## src/calts_pkg.sv

```systemverilog
`timescale 1ns / 1ps
// calts_pkg: types and constants for the calendar time stepper.
// Depends on nothing; used by calendar_time_stepper, calendar_checker and testbench.

package calts_pkg;

    // Field widths of the date and time.
    localparam int MSEC_W   = 10;
    localparam int SEC_W    = 6;
    localparam int MIN_W    = 6;
    localparam int HOUR_W   = 5;
    localparam int DAY_W    = 5;
    localparam int MONTH_W  = 4;
    localparam int OUT_YEAR_W = 12;
    localparam int START_YEAR_W = 12;

    // Configuration port.
    localparam int CFG_IDX_W  = 3;
    localparam int CFG_DATA_W = 12;

    // Residue of the year modulo 400, used for the leap rule.
    localparam int R400_W = 9;
    localparam logic [R400_W-1:0] R400_TOP = 9'd399;
    localparam int LEAP_CYCLE = 400;

    // Highest legal value of each field, one bit wider than the field so
    // that a double increment still compares correctly.
    localparam logic [MSEC_W:0]  MSEC_TOP  = 11'd999;
    localparam logic [SEC_W:0]   SEC_TOP   = 7'd59;
    localparam logic [MIN_W:0]   MIN_TOP   = 7'd59;
    localparam logic [HOUR_W:0]  HOUR_TOP  = 6'd23;
    localparam logic [MONTH_W:0] MONTH_TOP = 5'd12;

    // Unit added per step.
    typedef enum logic [2:0] {
        GRAN_MSEC   = 3'd0,
        GRAN_SECOND = 3'd1,
        GRAN_MINUTE = 3'd2,
        GRAN_HOUR   = 3'd3,
        GRAN_DAY    = 3'd4,
        GRAN_MONTH  = 3'd5,
        GRAN_YEAR   = 3'd6
    } gran_t;

    // Configuration register indexes.
    typedef enum logic [CFG_IDX_W-1:0] {
        REG_GRAN   = 3'd0,
        REG_YEAR   = 3'd1,
        REG_MONTH  = 3'd2,
        REG_DAY    = 3'd3,
        REG_HOUR   = 3'd4,
        REG_MINUTE = 3'd5,
        REG_SECOND = 3'd6,
        REG_MSEC   = 3'd7
    } cfg_idx_t;

    // Leap year from the year's residue modulo 400: divisible by 400, or
    // by 4 but not by 100.
    function automatic logic is_leap(input logic [R400_W-1:0] r);
        logic by4;
        logic century;
        by4     = (r[1:0] == 2'd0);
        century = (r == 9'd100) || (r == 9'd200) || (r == 9'd300);
        return (r == '0) || (by4 && !century);
    endfunction

    // Days in a month; a month outside 1..12 counts as 31 days.
    function automatic logic [DAY_W-1:0] month_days(input logic [MONTH_W:0] mo,
                                                    input logic leap);
        logic [DAY_W-1:0] d;
        unique case (mo)
            5'd1, 5'd3, 5'd5, 5'd7, 5'd8, 5'd10, 5'd12: d = 5'd31;
            5'd4, 5'd6, 5'd9, 5'd11:                    d = 5'd30;
            5'd2:                                       d = leap ? 5'd29 : 5'd28;
            default:                                    d = 5'd31;
        endcase
        return d;
    endfunction

endpackage

```

## src/calendar_time_stepper.sv

```systemverilog
`timescale 1ns / 1ps
// calendar_time_stepper: Gregorian date and time counter with a config port.
// Depends on calts_pkg.

// Channel  | Ports                                  | Direction | Beat carries
// ---------+----------------------------------------+-----------+---------------------
// input    | s_valid, s_ready, s_advance            | in        | one step request
// result   | m_valid, m_ready, m_out_*              | out       | date and time after
// config   | cfg_valid, cfg_ready, cfg_index, _data | in        | one register write
//
// The full carry chain (msec to year) is a single pass of comparators and
// small adders from the state registers into the result register, so a
// beat is accepted on every clock while the result register is empty or
// being drained. The result appears in the cycle after the beat is taken.
// Synchronous active-low reset loads 0000-01-01 00:00:00.000 and day
// granularity. A stalled result holds in the output register; the input
// stalls only while that register is full and not taken. Config is always
// ready and writes the current time directly.

module calendar_time_stepper #(
    parameter int YEAR_BITS = 12
) (
    input  logic                                   aclk,
    input  logic                                   aresetn,

    input  logic                                   s_valid,
    output logic                                   s_ready,
    input  logic                                   s_advance,

    output logic                                   m_valid,
    input  logic                                   m_ready,
    output logic [calts_pkg::OUT_YEAR_W-1:0]       m_out_year,
    output logic [calts_pkg::MONTH_W-1:0]          m_out_month,
    output logic [calts_pkg::DAY_W-1:0]            m_out_day,
    output logic [calts_pkg::HOUR_W-1:0]           m_out_hour,
    output logic [calts_pkg::MIN_W-1:0]            m_out_minute,
    output logic [calts_pkg::SEC_W-1:0]            m_out_second,
    output logic [calts_pkg::MSEC_W-1:0]           m_out_msec,

    input  logic                                   cfg_valid,
    output logic                                   cfg_ready,
    input  logic [calts_pkg::CFG_IDX_W-1:0]        cfg_index,
    input  logic [calts_pkg::CFG_DATA_W-1:0]       cfg_data
);

    import calts_pkg::*;

    // Bits of a written start year that survive the year width.
    localparam int LOAD_BITS = (YEAR_BITS < START_YEAR_W) ? YEAR_BITS : START_YEAR_W;
    // Largest quotient by 400 that a loaded year can reach.
    localparam int MAX_Q = ((2 ** LOAD_BITS) - 1) / LEAP_CYCLE;

    typedef struct packed {
        logic [YEAR_BITS-1:0] year;
        logic [R400_W-1:0]    r400;
    } year_t;

    // Year plus one, wrapping at the year width; the residue follows.
    function automatic year_t year_inc(input year_t y);
        year_t n;
        n.year = y.year + 1'b1;
        if (y.year == '1) begin
            n.r400 = '0;
        end else if (y.r400 == R400_TOP) begin
            n.r400 = '0;
        end else begin
            n.r400 = y.r400 + 1'b1;
        end
        return n;
    endfunction

    // Residue modulo 400 of a loaded year: parallel compares against the
    // multiples of 400, then one subtract.
    function automatic logic [R400_W-1:0] load_r400(input logic [LOAD_BITS-1:0] v);
        logic [15:0] base;
        logic [15:0] diff;
        base = '0;
        for (int k = 1; k <= MAX_Q; k++) begin
            if (16'(v) >= 16'(k * LEAP_CYCLE)) begin
                base = 16'(k * LEAP_CYCLE);
            end
        end
        diff = 16'(v) - base;
        return diff[R400_W-1:0];
    endfunction

    // ------------------------------------------------------------------
    // State
    // ------------------------------------------------------------------
    gran_t                 gran_reg;
    year_t                 year_reg;
    logic [MONTH_W-1:0]    month_reg;
    logic [DAY_W-1:0]      day_reg;
    logic [HOUR_W-1:0]     hour_reg;
    logic [MIN_W-1:0]      min_reg;
    logic [SEC_W-1:0]      sec_reg;
    logic [MSEC_W-1:0]     msec_reg;

    logic                  m_valid_reg;
    logic [OUT_YEAR_W-1:0] m_year_reg;
    logic [MONTH_W-1:0]    m_month_reg;
    logic [DAY_W-1:0]      m_day_reg;
    logic [HOUR_W-1:0]     m_hour_reg;
    logic [MIN_W-1:0]      m_min_reg;
    logic [SEC_W-1:0]      m_sec_reg;
    logic [MSEC_W-1:0]     m_msec_reg;

    logic                  s_accept;
    logic                  cfg_accept;
    logic [LOAD_BITS-1:0]  year_load;

    // ------------------------------------------------------------------
    // Step: add the unit, then ripple carries upward
    // ------------------------------------------------------------------
    logic add_ms, add_s, add_mi, add_h, add_d, add_mo, add_y;

    logic [MSEC_W:0]  ms1;
    logic [SEC_W:0]   s1;
    logic [MIN_W:0]   mi1;
    logic [HOUR_W:0]  h1;
    logic [DAY_W:0]   d1;
    logic [MONTH_W:0] mo1;
    logic [MONTH_W:0] mo2;
    logic             ms_c, s_c, mi_c, h_c, d_c, mo_c;
    logic [DAY_W-1:0] dim;
    year_t            y1;
    year_t            y2;

    logic [MSEC_W-1:0]  msec_next;
    logic [SEC_W-1:0]   sec_next;
    logic [MIN_W-1:0]   min_next;
    logic [HOUR_W-1:0]  hour_next;
    logic [DAY_W-1:0]   day_next;
    logic [MONTH_W-1:0] month_next;

    always_comb begin
        add_ms = 1'b0;
        add_s  = 1'b0;
        add_mi = 1'b0;
        add_h  = 1'b0;
        add_d  = 1'b0;
        add_mo = 1'b0;
        add_y  = 1'b0;
        unique case (gran_reg)
            GRAN_MSEC:   add_ms = 1'b1;
            GRAN_SECOND: add_s  = 1'b1;
            GRAN_MINUTE: add_mi = 1'b1;
            GRAN_HOUR:   add_h  = 1'b1;
            GRAN_DAY:    add_d  = 1'b1;
            GRAN_MONTH:  add_mo = 1'b1;
            GRAN_YEAR:   add_y  = 1'b1;
            default: ;   // unused code: no unit, carries still normalise
        endcase
    end

    always_comb begin
        // Every field is widened by one bit so out-of-range loads carry.
        ms1  = {1'b0, msec_reg} + (MSEC_W+1)'(add_ms);
        ms_c = (ms1 > MSEC_TOP);
        s1   = {1'b0, sec_reg} + (SEC_W+1)'(add_s) + (SEC_W+1)'(ms_c);
        s_c  = (s1 > SEC_TOP);
        mi1  = {1'b0, min_reg} + (MIN_W+1)'(add_mi) + (MIN_W+1)'(s_c);
        mi_c = (mi1 > MIN_TOP);
        h1   = {1'b0, hour_reg} + (HOUR_W+1)'(add_h) + (HOUR_W+1)'(mi_c);
        h_c  = (h1 > HOUR_TOP);

        // Month and year as they stand before the day check.
        mo1  = {1'b0, month_reg} + (MONTH_W+1)'(add_mo);
        y1   = add_y ? year_inc(year_reg) : year_reg;
        dim  = month_days(mo1, is_leap(y1.r400));

        d1   = {1'b0, day_reg} + (DAY_W+1)'(add_d) + (DAY_W+1)'(h_c);
        d_c  = (d1 > {1'b0, dim});
        mo2  = mo1 + (MONTH_W+1)'(d_c);
        mo_c = (mo2 > MONTH_TOP);
        y2   = mo_c ? year_inc(y1) : y1;

        msec_next  = ms_c ? '0 : ms1[MSEC_W-1:0];
        sec_next   = s_c  ? '0 : s1[SEC_W-1:0];
        min_next   = mi_c ? '0 : mi1[MIN_W-1:0];
        hour_next  = h_c  ? '0 : h1[HOUR_W-1:0];
        day_next   = d_c  ? DAY_W'(1) : d1[DAY_W-1:0];
        month_next = mo_c ? MONTH_W'(1) : mo2[MONTH_W-1:0];
    end

    // ------------------------------------------------------------------
    // Handshakes
    // ------------------------------------------------------------------
    // Take a new beat whenever the result register is empty or draining.
    assign s_ready    = !m_valid_reg || m_ready;
    assign s_accept   = s_valid && s_ready;
    assign cfg_ready  = 1'b1;
    assign cfg_accept = cfg_valid && cfg_ready;
    assign year_load  = cfg_data[LOAD_BITS-1:0];

    // ------------------------------------------------------------------
    // Clock state and configuration
    // ------------------------------------------------------------------
    always_ff @(posedge aclk) begin
        if (!aresetn) begin
            gran_reg      <= GRAN_DAY;
            year_reg.year <= '0;
            year_reg.r400 <= '0;
            month_reg     <= MONTH_W'(1);
            day_reg       <= DAY_W'(1);
            hour_reg      <= '0;
            min_reg       <= '0;
            sec_reg       <= '0;
            msec_reg      <= '0;
        end else if (cfg_accept) begin
            // Load one field of the current time directly.
            unique case (cfg_idx_t'(cfg_index))
                REG_GRAN:   gran_reg  <= gran_t'(cfg_data[2:0]);
                REG_YEAR: begin
                    year_reg.year <= YEAR_BITS'(year_load);
                    year_reg.r400 <= load_r400(year_load);
                end
                REG_MONTH:  month_reg <= cfg_data[MONTH_W-1:0];
                REG_DAY:    day_reg   <= cfg_data[DAY_W-1:0];
                REG_HOUR:   hour_reg  <= cfg_data[HOUR_W-1:0];
                REG_MINUTE: min_reg   <= cfg_data[MIN_W-1:0];
                REG_SECOND: sec_reg   <= cfg_data[SEC_W-1:0];
                REG_MSEC:   msec_reg  <= cfg_data[MSEC_W-1:0];
            endcase
        end else if (s_accept && s_advance) begin
            // Advance the clock by one unit.
            year_reg  <= y2;
            month_reg <= month_next;
            day_reg   <= day_next;
            hour_reg  <= hour_next;
            min_reg   <= min_next;
            sec_reg   <= sec_next;
            msec_reg  <= msec_next;
        end
    end

    // ------------------------------------------------------------------
    // Result register
    // ------------------------------------------------------------------
    always_ff @(posedge aclk) begin
        if (!aresetn) begin
            m_valid_reg <= 1'b0;
        end else if (s_accept) begin
            m_valid_reg <= 1'b1;
        end else if (m_ready) begin
            m_valid_reg <= 1'b0;
        end
    end

    // Capture the stepped time, or the current time when advance is clear.
    always_ff @(posedge aclk) begin
        if (s_accept) begin
            if (s_advance) begin
                m_year_reg  <= OUT_YEAR_W'(y2.year);
                m_month_reg <= month_next;
                m_day_reg   <= day_next;
                m_hour_reg  <= hour_next;
                m_min_reg   <= min_next;
                m_sec_reg   <= sec_next;
                m_msec_reg  <= msec_next;
            end else begin
                m_year_reg  <= OUT_YEAR_W'(year_reg.year);
                m_month_reg <= month_reg;
                m_day_reg   <= day_reg;
                m_hour_reg  <= hour_reg;
                m_min_reg   <= min_reg;
                m_sec_reg   <= sec_reg;
                m_msec_reg  <= msec_reg;
            end
        end
    end

    assign m_valid      = m_valid_reg;
    assign m_out_year   = m_year_reg;
    assign m_out_month  = m_month_reg;
    assign m_out_day    = m_day_reg;
    assign m_out_hour   = m_hour_reg;
    assign m_out_minute = m_min_reg;
    assign m_out_second = m_sec_reg;
    assign m_out_msec   = m_msec_reg;

    // ------------------------------------------------------------------
    // Assertions
    // ------------------------------------------------------------------
    // The leap residue tracks the year: 400 is a multiple of 4.
    a_r400_low_bits: assert property (@(posedge aclk) disable iff (!aresetn)
        year_reg.r400[1:0] == year_reg.year[1:0])
        else $error("year residue out of step with year");

    // A beat without advance reports the time as it stood.
    a_hold_on_idle: assert property (@(posedge aclk) disable iff (!aresetn)
        s_accept && !s_advance |=>
            m_out_msec == $past(msec_reg) && m_out_day == $past(day_reg)
            && m_out_month == $past(month_reg))
        else $error("idle beat changed reported time");

    // The result just captured is the clock's new state.
    a_result_is_state: assert property (@(posedge aclk) disable iff (!aresetn)
        s_accept && !cfg_accept |=>
            m_out_msec == msec_reg && m_out_hour == hour_reg
            && m_out_year == OUT_YEAR_W'(year_reg.year))
        else $error("result differs from clock state");

endmodule

```

## config.mk

```make
export PLATFORM = sky130hd
export DESIGN_NAME = calendar_time_stepper
export DESIGN_NICKNAME = d
export VERILOG_FILES = /design/src/calts_pkg.sv /design/src/calendar_time_stepper.sv
export SDC_FILE = /design/constraint.sdc
export NUM_CORES = 1
export LEC_CHECK = 0
export BUFFER_PORTS_ARGS = -buffer_cell sky130_fd_sc_hd__buf_4
export CAP_MARGIN = 20
export CELL_PAD_IN_SITES_DETAIL_PLACEMENT = 1
export CELL_PAD_IN_SITES_GLOBAL_PLACEMENT = 1
export CORE_MARGIN = 2
export CORE_UTILIZATION = 46
export CTS_CLUSTER_SIZE = 28
export DETAILED_ROUTE_END_ITERATION = 16
export HOLD_SLACK_MARGIN = 0.02
export PLACE_DENSITY_LB_ADDON = 0.1
export SLEW_MARGIN = 0
export SYNTH_ARGS = -nofsm -noshare
export SYNTH_HDL_FRONTEND = slang
export SYNTH_SLANG_ARGS = --single-unit
```

## constraint.sdc

```tcl
create_clock -name aclk -period 13.5 [get_ports aclk]
set_clock_uncertainty 0.15 [all_clocks]
set_input_delay 2.7 -clock aclk [delete_from_list [all_inputs] [get_ports aclk]]
set_output_delay 2.7 -clock aclk [all_outputs]
set_load 0.05 [all_outputs]
```

* Yosys cells after proc, flatten, opt, wreduce, memory -nomap -nowiden *
Cells that the tools add are included.

word-level totals
  bits in registers = 109
  word-level logic and storage cells = 169

operators by class
  $add $sub $neg = 16
  $lt $le $gt $ge = 16
  equality and inequality tests = 32
  multiplexer cells = 64
  reduce and logical (&&, ||, !) cells = 24

operators with widths
  cell                                                                                    number
  9-bit two-way mux                                                                       17
  21-bit two-way mux                                                                      5
  12-bit greater-or-equal comparator (second input constant)                              5
  6-bit two-way mux                                                                       10
  10-bit two-way mux                                                                      5
  5-bit two-way mux                                                                       10
  12-bit by 11-bit greater-or-equal comparator with 1-bit output (second input constant)  3
  9-bit == test (second input constant)                                                   3
  12-bit by 1-bit adder with 12-bit output (second input constant)                        2
  12-bit == test (second input constant)                                                  2
  3-bit == test (second input constant)                                                   7
  4-bit two-way mux                                                                       5
  9-bit by 1-bit adder with 9-bit output (second input constant)                          2
  2-bit AND reduction                                                                     8
  6-bit by 1-bit adder with 7-bit output                                                  2
  7-bit by 1-bit adder with 7-bit output                                                  2
  7-bit by 6-bit greater-than comparator with 1-bit output (second input constant)        2
  2-bit by 1-bit inequality test with 1-bit output (second input constant)                7
  5-bit by 1-bit adder with 6-bit output                                                  2
  6-bit by 1-bit adder with 6-bit output                                                  2
  3-bit by 2-bit == test with 1-bit output (second input constant)                        4
  12-bit by 10-bit greater-or-equal comparator with 1-bit output (second input constant)  1
  12-bit by 9-bit greater-or-equal comparator with 1-bit output (second input constant)   1
  12-bit two-way mux                                                                      1
  24 further kinds                                                                        44

* Longest topological paths before layout *
  depth in word-level cells = 18
  depth in mapped cells = 49
  mapped depth without buffers = 44

* Worst setup path after synthesis *
Ideal clock, no wire load.

  kind = register to register
  start = register gran_reg[2]
  end = register m_year_reg[11], in the netlist m_out_year[11], data pin
  library setup time = 0.260 ns
  data arrival time = 10.837 ns
  required time = 13.090 ns
  slack = 2.253 ns
  cell stages (with the launch flop) = 49
  path buffers = 5
  clock period less this slack = 11.247 ns
  path through = dfxtp_1 -> buf_2 -> nor3_1 -> ha_1 -> ha_1 -> clkbuf_1 -> o21ai_0 -> a31oi_1 -> a2bb2oi_1 -> o21a_1 -> buf_2 -> fa_1 -> ha_1 -> nand3_1 -> xnor2_1 -> and3_1 -> a32oi_1 -> inv_1 -> (+13 left out) -> fa_1 -> ha_1 -> ha_1 -> nor2b_1 -> o211ai_1 -> nor3_1 -> or3_1 -> clkbuf_1 -> ha_1 -> ha_1 -> xnor2_1 -> and2_1 -> o22ai_1 -> o21a_1 -> clkbuf_1 -> nor4b_1 -> xnor2_1 -> mux2_2

between the ends
  word-level cells in the longest chain between the ends = 16

ends and longest elaborated chain
  element                                                                                               line                                                        text
  from (decl)                                                                                           calendar_time_stepper.sv:90                                 gran_t gran_reg;
  from (signal assigned)                                                                                calendar_time_stepper.sv:213                                REG_GRAN: gran_reg <= gran_t'(cfg_data[2:0]);
  3-bit logical NOT / 3-bit == test (equally long branches)                                             calendar_time_stepper.sv:144                                unique case (gran_reg)
  1-bit two-way mux                                                                                     calendar_time_stepper.sv:144
  10-bit by 1-bit adder with 11-bit output / 21-bit two-way mux (equally long branches)                 calendar_time_stepper.sv:158, calendar_time_stepper.sv:169
  11-bit by 10-bit greater-than comparator with 1-bit output (tied with other cells)                    calendar_time_stepper.sv:159                                ms_c = (ms1 > MSEC_TOP);
  7-bit by 1-bit adder with 7-bit output / 1-bit logical OR (equally long branches)                     calendar_time_stepper.sv:160, calts_pkg.sv:63
  7-bit by 6-bit greater-than comparator with 1-bit output / 1-bit logical OR (equally long branches)   calendar_time_stepper.sv:161, calts_pkg.sv:63
  7-bit by 1-bit adder with 7-bit output / 1-bit logical NOT (equally long branches)                    calendar_time_stepper.sv:162, calts_pkg.sv:64
  7-bit by 6-bit greater-than comparator with 1-bit output / 1-bit logical AND (equally long branches)  calendar_time_stepper.sv:163, calts_pkg.sv:64
  6-bit by 1-bit adder with 6-bit output / 1-bit logical OR (equally long branches)                     calendar_time_stepper.sv:164, calts_pkg.sv:64
  6-bit by 5-bit greater-than comparator with 1-bit output / 1-bit two-way mux (equally long branches)  calendar_time_stepper.sv:165, calts_pkg.sv:74
  6-bit by 1-bit adder with 6-bit output / 2-bit case mux with 2 select lines (equally long branches)   calendar_time_stepper.sv:172, calts_pkg.sv:71
  6-bit by 5-bit greater-than comparator with 1-bit output                                              calendar_time_stepper.sv:173                                d_c = (d1 > {1'b0, dim});
  5-bit by 1-bit adder with 5-bit output                                                                calendar_time_stepper.sv:174                                mo2 = mo1 + (MONTH_W+1)'(d_c);
  5-bit by 4-bit greater-than comparator with 1-bit output                                              calendar_time_stepper.sv:175                                mo_c = (mo2 > MONTH_TOP);
  21-bit two-way mux *                                                                                  calendar_time_stepper.sv:176                                y2 = mo_c ? year_inc(y1) : y1;
  12-bit two-way mux *                                                                                  calendar_time_stepper.sv:253                                if (s_advance) begin
  to (signal assigned)                                                                                  calendar_time_stepper.sv:254                                m_year_reg <= OUT_YEAR_W'(y2.year);
  to (signal assigned)                                                                                  calendar_time_stepper.sv:262                                m_year_reg <= OUT_YEAR_W'(year_reg.year);
  to (decl)                                                                                             calendar_time_stepper.sv:100                                logic [OUT_YEAR_W-1:0] m_year_reg;

Mark *: on every way between the ends. The rest lies on a longest branch, timed or not.
A chain may end at the register's enable or synchronous reset.

* Final worst setup path *
  start = register gran_reg[2]
  end = register year_reg[16] in the netlist's numbering

between the ends
  word-level cells in the longest chain between the ends = 17

ends and longest elaborated chain
  element                                                                                               line                                                        text
  3-bit logical NOT / 3-bit == test (equally long branches)                                             calendar_time_stepper.sv:144
  1-bit two-way mux                                                                                     calendar_time_stepper.sv:144
  10-bit by 1-bit adder with 11-bit output / 21-bit two-way mux (equally long branches)                 calendar_time_stepper.sv:158, calendar_time_stepper.sv:169
  11-bit by 10-bit greater-than comparator with 1-bit output (tied with other cells)                    calendar_time_stepper.sv:159
  7-bit by 1-bit adder with 7-bit output / 1-bit logical OR (equally long branches)                     calendar_time_stepper.sv:160, calts_pkg.sv:63
  7-bit by 6-bit greater-than comparator with 1-bit output / 1-bit logical OR (equally long branches)   calendar_time_stepper.sv:161, calts_pkg.sv:63
  7-bit by 1-bit adder with 7-bit output / 1-bit logical NOT (equally long branches)                    calendar_time_stepper.sv:162, calts_pkg.sv:64
  7-bit by 6-bit greater-than comparator with 1-bit output / 1-bit logical AND (equally long branches)  calendar_time_stepper.sv:163, calts_pkg.sv:64
  6-bit by 1-bit adder with 6-bit output / 1-bit logical OR (equally long branches)                     calendar_time_stepper.sv:164, calts_pkg.sv:64
  6-bit by 5-bit greater-than comparator with 1-bit output / 1-bit two-way mux (equally long branches)  calendar_time_stepper.sv:165, calts_pkg.sv:74
  6-bit by 1-bit adder with 6-bit output / 2-bit case mux with 2 select lines (equally long branches)   calendar_time_stepper.sv:172, calts_pkg.sv:71
  6-bit by 5-bit greater-than comparator with 1-bit output                                              calendar_time_stepper.sv:173
  5-bit by 1-bit adder with 5-bit output                                                                calendar_time_stepper.sv:174
  5-bit by 4-bit greater-than comparator with 1-bit output                                              calendar_time_stepper.sv:175
  21-bit two-way mux *                                                                                  calendar_time_stepper.sv:176
  21-bit two-way mux *                                                                                  calendar_time_stepper.sv:225                                end else if (s_accept && s_advance) begin
  21-bit two-way mux *                                                                                  calendar_time_stepper.sv:210                                end else if (cfg_accept) begin
  to (signal assigned)                                                                                  calendar_time_stepper.sv:227                                year_reg <= y2;
  to (decl)                                                                                             calendar_time_stepper.sv:91                                 year_t year_reg;

Mark *: on every way between the ends. The rest lies on a longest branch, timed or not. The select of a mux whose other input is x is not followed.

==> out/summary.txt <==
Layout overhead on the synthesized area: 11.2%
Final setup fails: 0
Commonest non-fill, non-tap cell in the layout: o21ai_0
Critical path arrival: 12740 ps
Worst hold endpoint: m_valid
Post-CTS setup buffer count: 0
Final critical path time including I/O delays and setup: 12620 ps
Total nets after synthesis: 1009
Final Wtd Congestion: 0.927
Number of DRC violations after detailed routing: 0
Layout cells sized above 1: 12.8%
CTS tree: built
Width of the die: 135 um
Launch instance of the worst min-delay path: m_valid
Sink count of the clock tree: 109
Total clock buffers created by CTS: 9
Pin count of the biggest net entering global routing: 70
Area contributors post-synth: edfxtp_1 18%, dfxtp_1 15%, o21ai_0 5.7%, nand2_1 4.0%, ha_1 3.6%
Post-detailed-route via-to-cell ratio: 6.53
Placeable Area: 0.0167 mm2
Final critical-path share of the clock period: 93.5%
Run status: complete, no violations
Synth unique cells: 77
Setup crit end kind: flip-flop
Area occupied by multi-input gates: 0.00480 mm2
Average detailed-routed wire length per instance: 22.9 um
Register area: 0.00266 mm2
Post-synth EDFFs: 48
Max-slew violation total from the final report: 0
Number of DRC markers in iteration 0: 509
Initial antenna violation count: 0
Highest-count cells in the layout ignoring fill and taps: 90 x o21ai_0, 84 x nand2_1, 77 x buf_4, 61 x dfxtp_1, 55 x nand3_1
Peak fanout along the critical path: 20
Max-capacitance violation count: 0
Cell Area, Synth: 0.00789 mm2
Share of synthesized registers carrying an async set or reset: 0%
Cell accounting for the most synthesized area: edfxtp_1
Setup Total Neg Slack: 0 ps
Count of TritonRoute iterations in the first routing pass: 5
Maximum clock path buffer count: 2
Overall overflow remaining after global route: 0
Worst r2r path cells: 46
Flip-flop count of the largest register after layout: 21
Residual antenna-violating net count after detailed routing: 0
Layout Cell Area excl Fill: 0.00877 mm2
First-pass GRT wire length: 43300 um
Port buffer count: 70
Placed Instance Area: 0.00846 mm2
Path length in cells of the critical path: 46
Crit Path Category: flip-flop to flip-flop
Top cell type's share of synthesized area: 18.3%
Reg2Reg Setup Slack: 880 ps
Initial Utilization: 47.2%
Number of cells in the design after placement: 1182
Destination of the worst register-to-register timing path: year_reg[16]
Category of cells accounting for the largest share of critical-path delay: adder cells
Overall Power: 0.000833 W
Number of rows created at floorplan: 47
Number of vias after detailed routing: 7832
Leakage component of the power: 3.20 nW
IO Count: 72
Number of instances in the synthesized netlist: 960
Fin cells: 1199
Buf/Inv on CP: 5
Clock root buffer: clkbuf_16
Number of synthesized register bits: 109
Launching element type of the critical path: flip-flop
Detailed Route WL: 27500 um
Die Outline Area: 0.0182 mm2
CTS clk-pin slew, worst paths: 80 ps
Slowest Stage Delay on Critical Path: 530 ps
Post-Synthesis Mean Instance Area: 8.22 um2
Die Y-Extent: 135 um
Number of instances on the worst hold path: 2
Critical-path cell with the highest stage delay: or3_1
Vias in the first global route: 7784
Clock latency reported for the late side of the worst-skew pair: 360 ps
Utilization after layout: 52.5%
Combined global-route utilization of all metal layers: 30.4%
Sequential cell area fraction in the yosys report: 33.8%
Detail Placement HPWL: 19200 um
Areal power density over the cells: 95.0 mW/mm2
Final Hold Viols: 0
Net total in the final layout: 1023
Predominant post-synthesis flop cell: dfxtp_1
Max transition margin: 27.9%
Count of H-tree levels built during CTS: 3
Number of fill cells: 2014
Worst-margin pin slew: 1080 ps
Max Fclk: 0.0793 GHz
Unrepaired setup endpoints after global routing: false
Worst EP required: 13630 ps
# diodes: 0
Peak VDD IR: 0.0612 mV
HP Class: flip-flop to flip-flop
Number of warnings issued by yosys: 0
Reg-to-reg critical path startpoint: gran_reg[2]
Most used cell, CP: ha_1
-- metrics by stage --
step,hold WS [ps],setup WS [ps]
CTS,384,277
floorplan,337,2250
finish,385,884
global placement,352,1190
detailed placement,368,349
global route,415,11.3
-- kinds of logic after synthesis --
kind of cell | synth area share [%]
other | 0.0475
muxes | 2.16
adders and majority gates | 4.92
and+or+nand+nor | 23.0
buffers and inverters | 5.63
DFF | 33.8
AOI/OAI and AO/OA | 25.4
xor gates and xnor gates | 5.00
-- metal layers --
layer  routed length (um)  part of all wire, %  track usage [%]
met2                12800                   47             49.3
met3                 1510                  5.5             4.28
met5                    0                    0                0
met1                12200                   44             41.3
met4                  899                  3.3             11.7
-- worst min-delay path, cell delays in order, from the launching register on --
cell and delay (ps):
dfxtp_1 320, nand2b_1 100, a21oi_1 70
-- timing repair --
item | in CTS | in global routing
endpoints found under the hold margin | 0 | 0
hold buffers | 0 | 0
endpoints found under the setup margin | 0 | 41
gates resized for setup | 0 | 4
-- power breakdown --
part,internal (W),leakage (nW),switching [W],total (W)
Combinational,0.0000572,2.08,0.000121,0.000178
Sequential,0.000366,0.981,0.0000220,0.000388
Clock,0.000129,0.137,0.000138,0.000267
-- how the worst max path moves through the flow --
stage | start | endpoint
final | gran_reg[2] | year_reg[16]
after global routing | gran_reg[2] | year_reg[7]
after CTS | gran_reg[2] | year_reg[16]
after detailed placement | gran_reg[2] | year_reg[16]
after global placement | gran_reg[2] | year_reg[16]
after floorplan | gran_reg[2] | m_out_year[11]
-- cells in the mapped netlist (all sizes together) (7+ instances only) --
master	count
a21o	7
a21oi	42
a22o	7
a31oi	29
and2	12
and3	17
buf	17
clkbuf	60
dfxtp	61
edfxtp	48
ha	23
inv	35
mux2	8
mux2i	8
nand2	85
nand2b	8
nand3	55
nand4	19
nor2	51
nor2b	13
nor3	22
nor4	15
o211ai	17
o21a	10
o21ai	95
o22ai	8
o2bb2ai	8
o31a	8
o31ai	12
xnor2	28
xor2	17
-- cell type report --
cell class,instances,area share (%)
multi-input cells,738,54.8
repair buffers,80,6.94
clock inverters,6,0.628
clock buffers,10,2.61
well taps,220,3.14
inverters,36,1.54
flip-flops and latches,109,30.4
No activity file was read; power rests on OpenSTA's default activity.
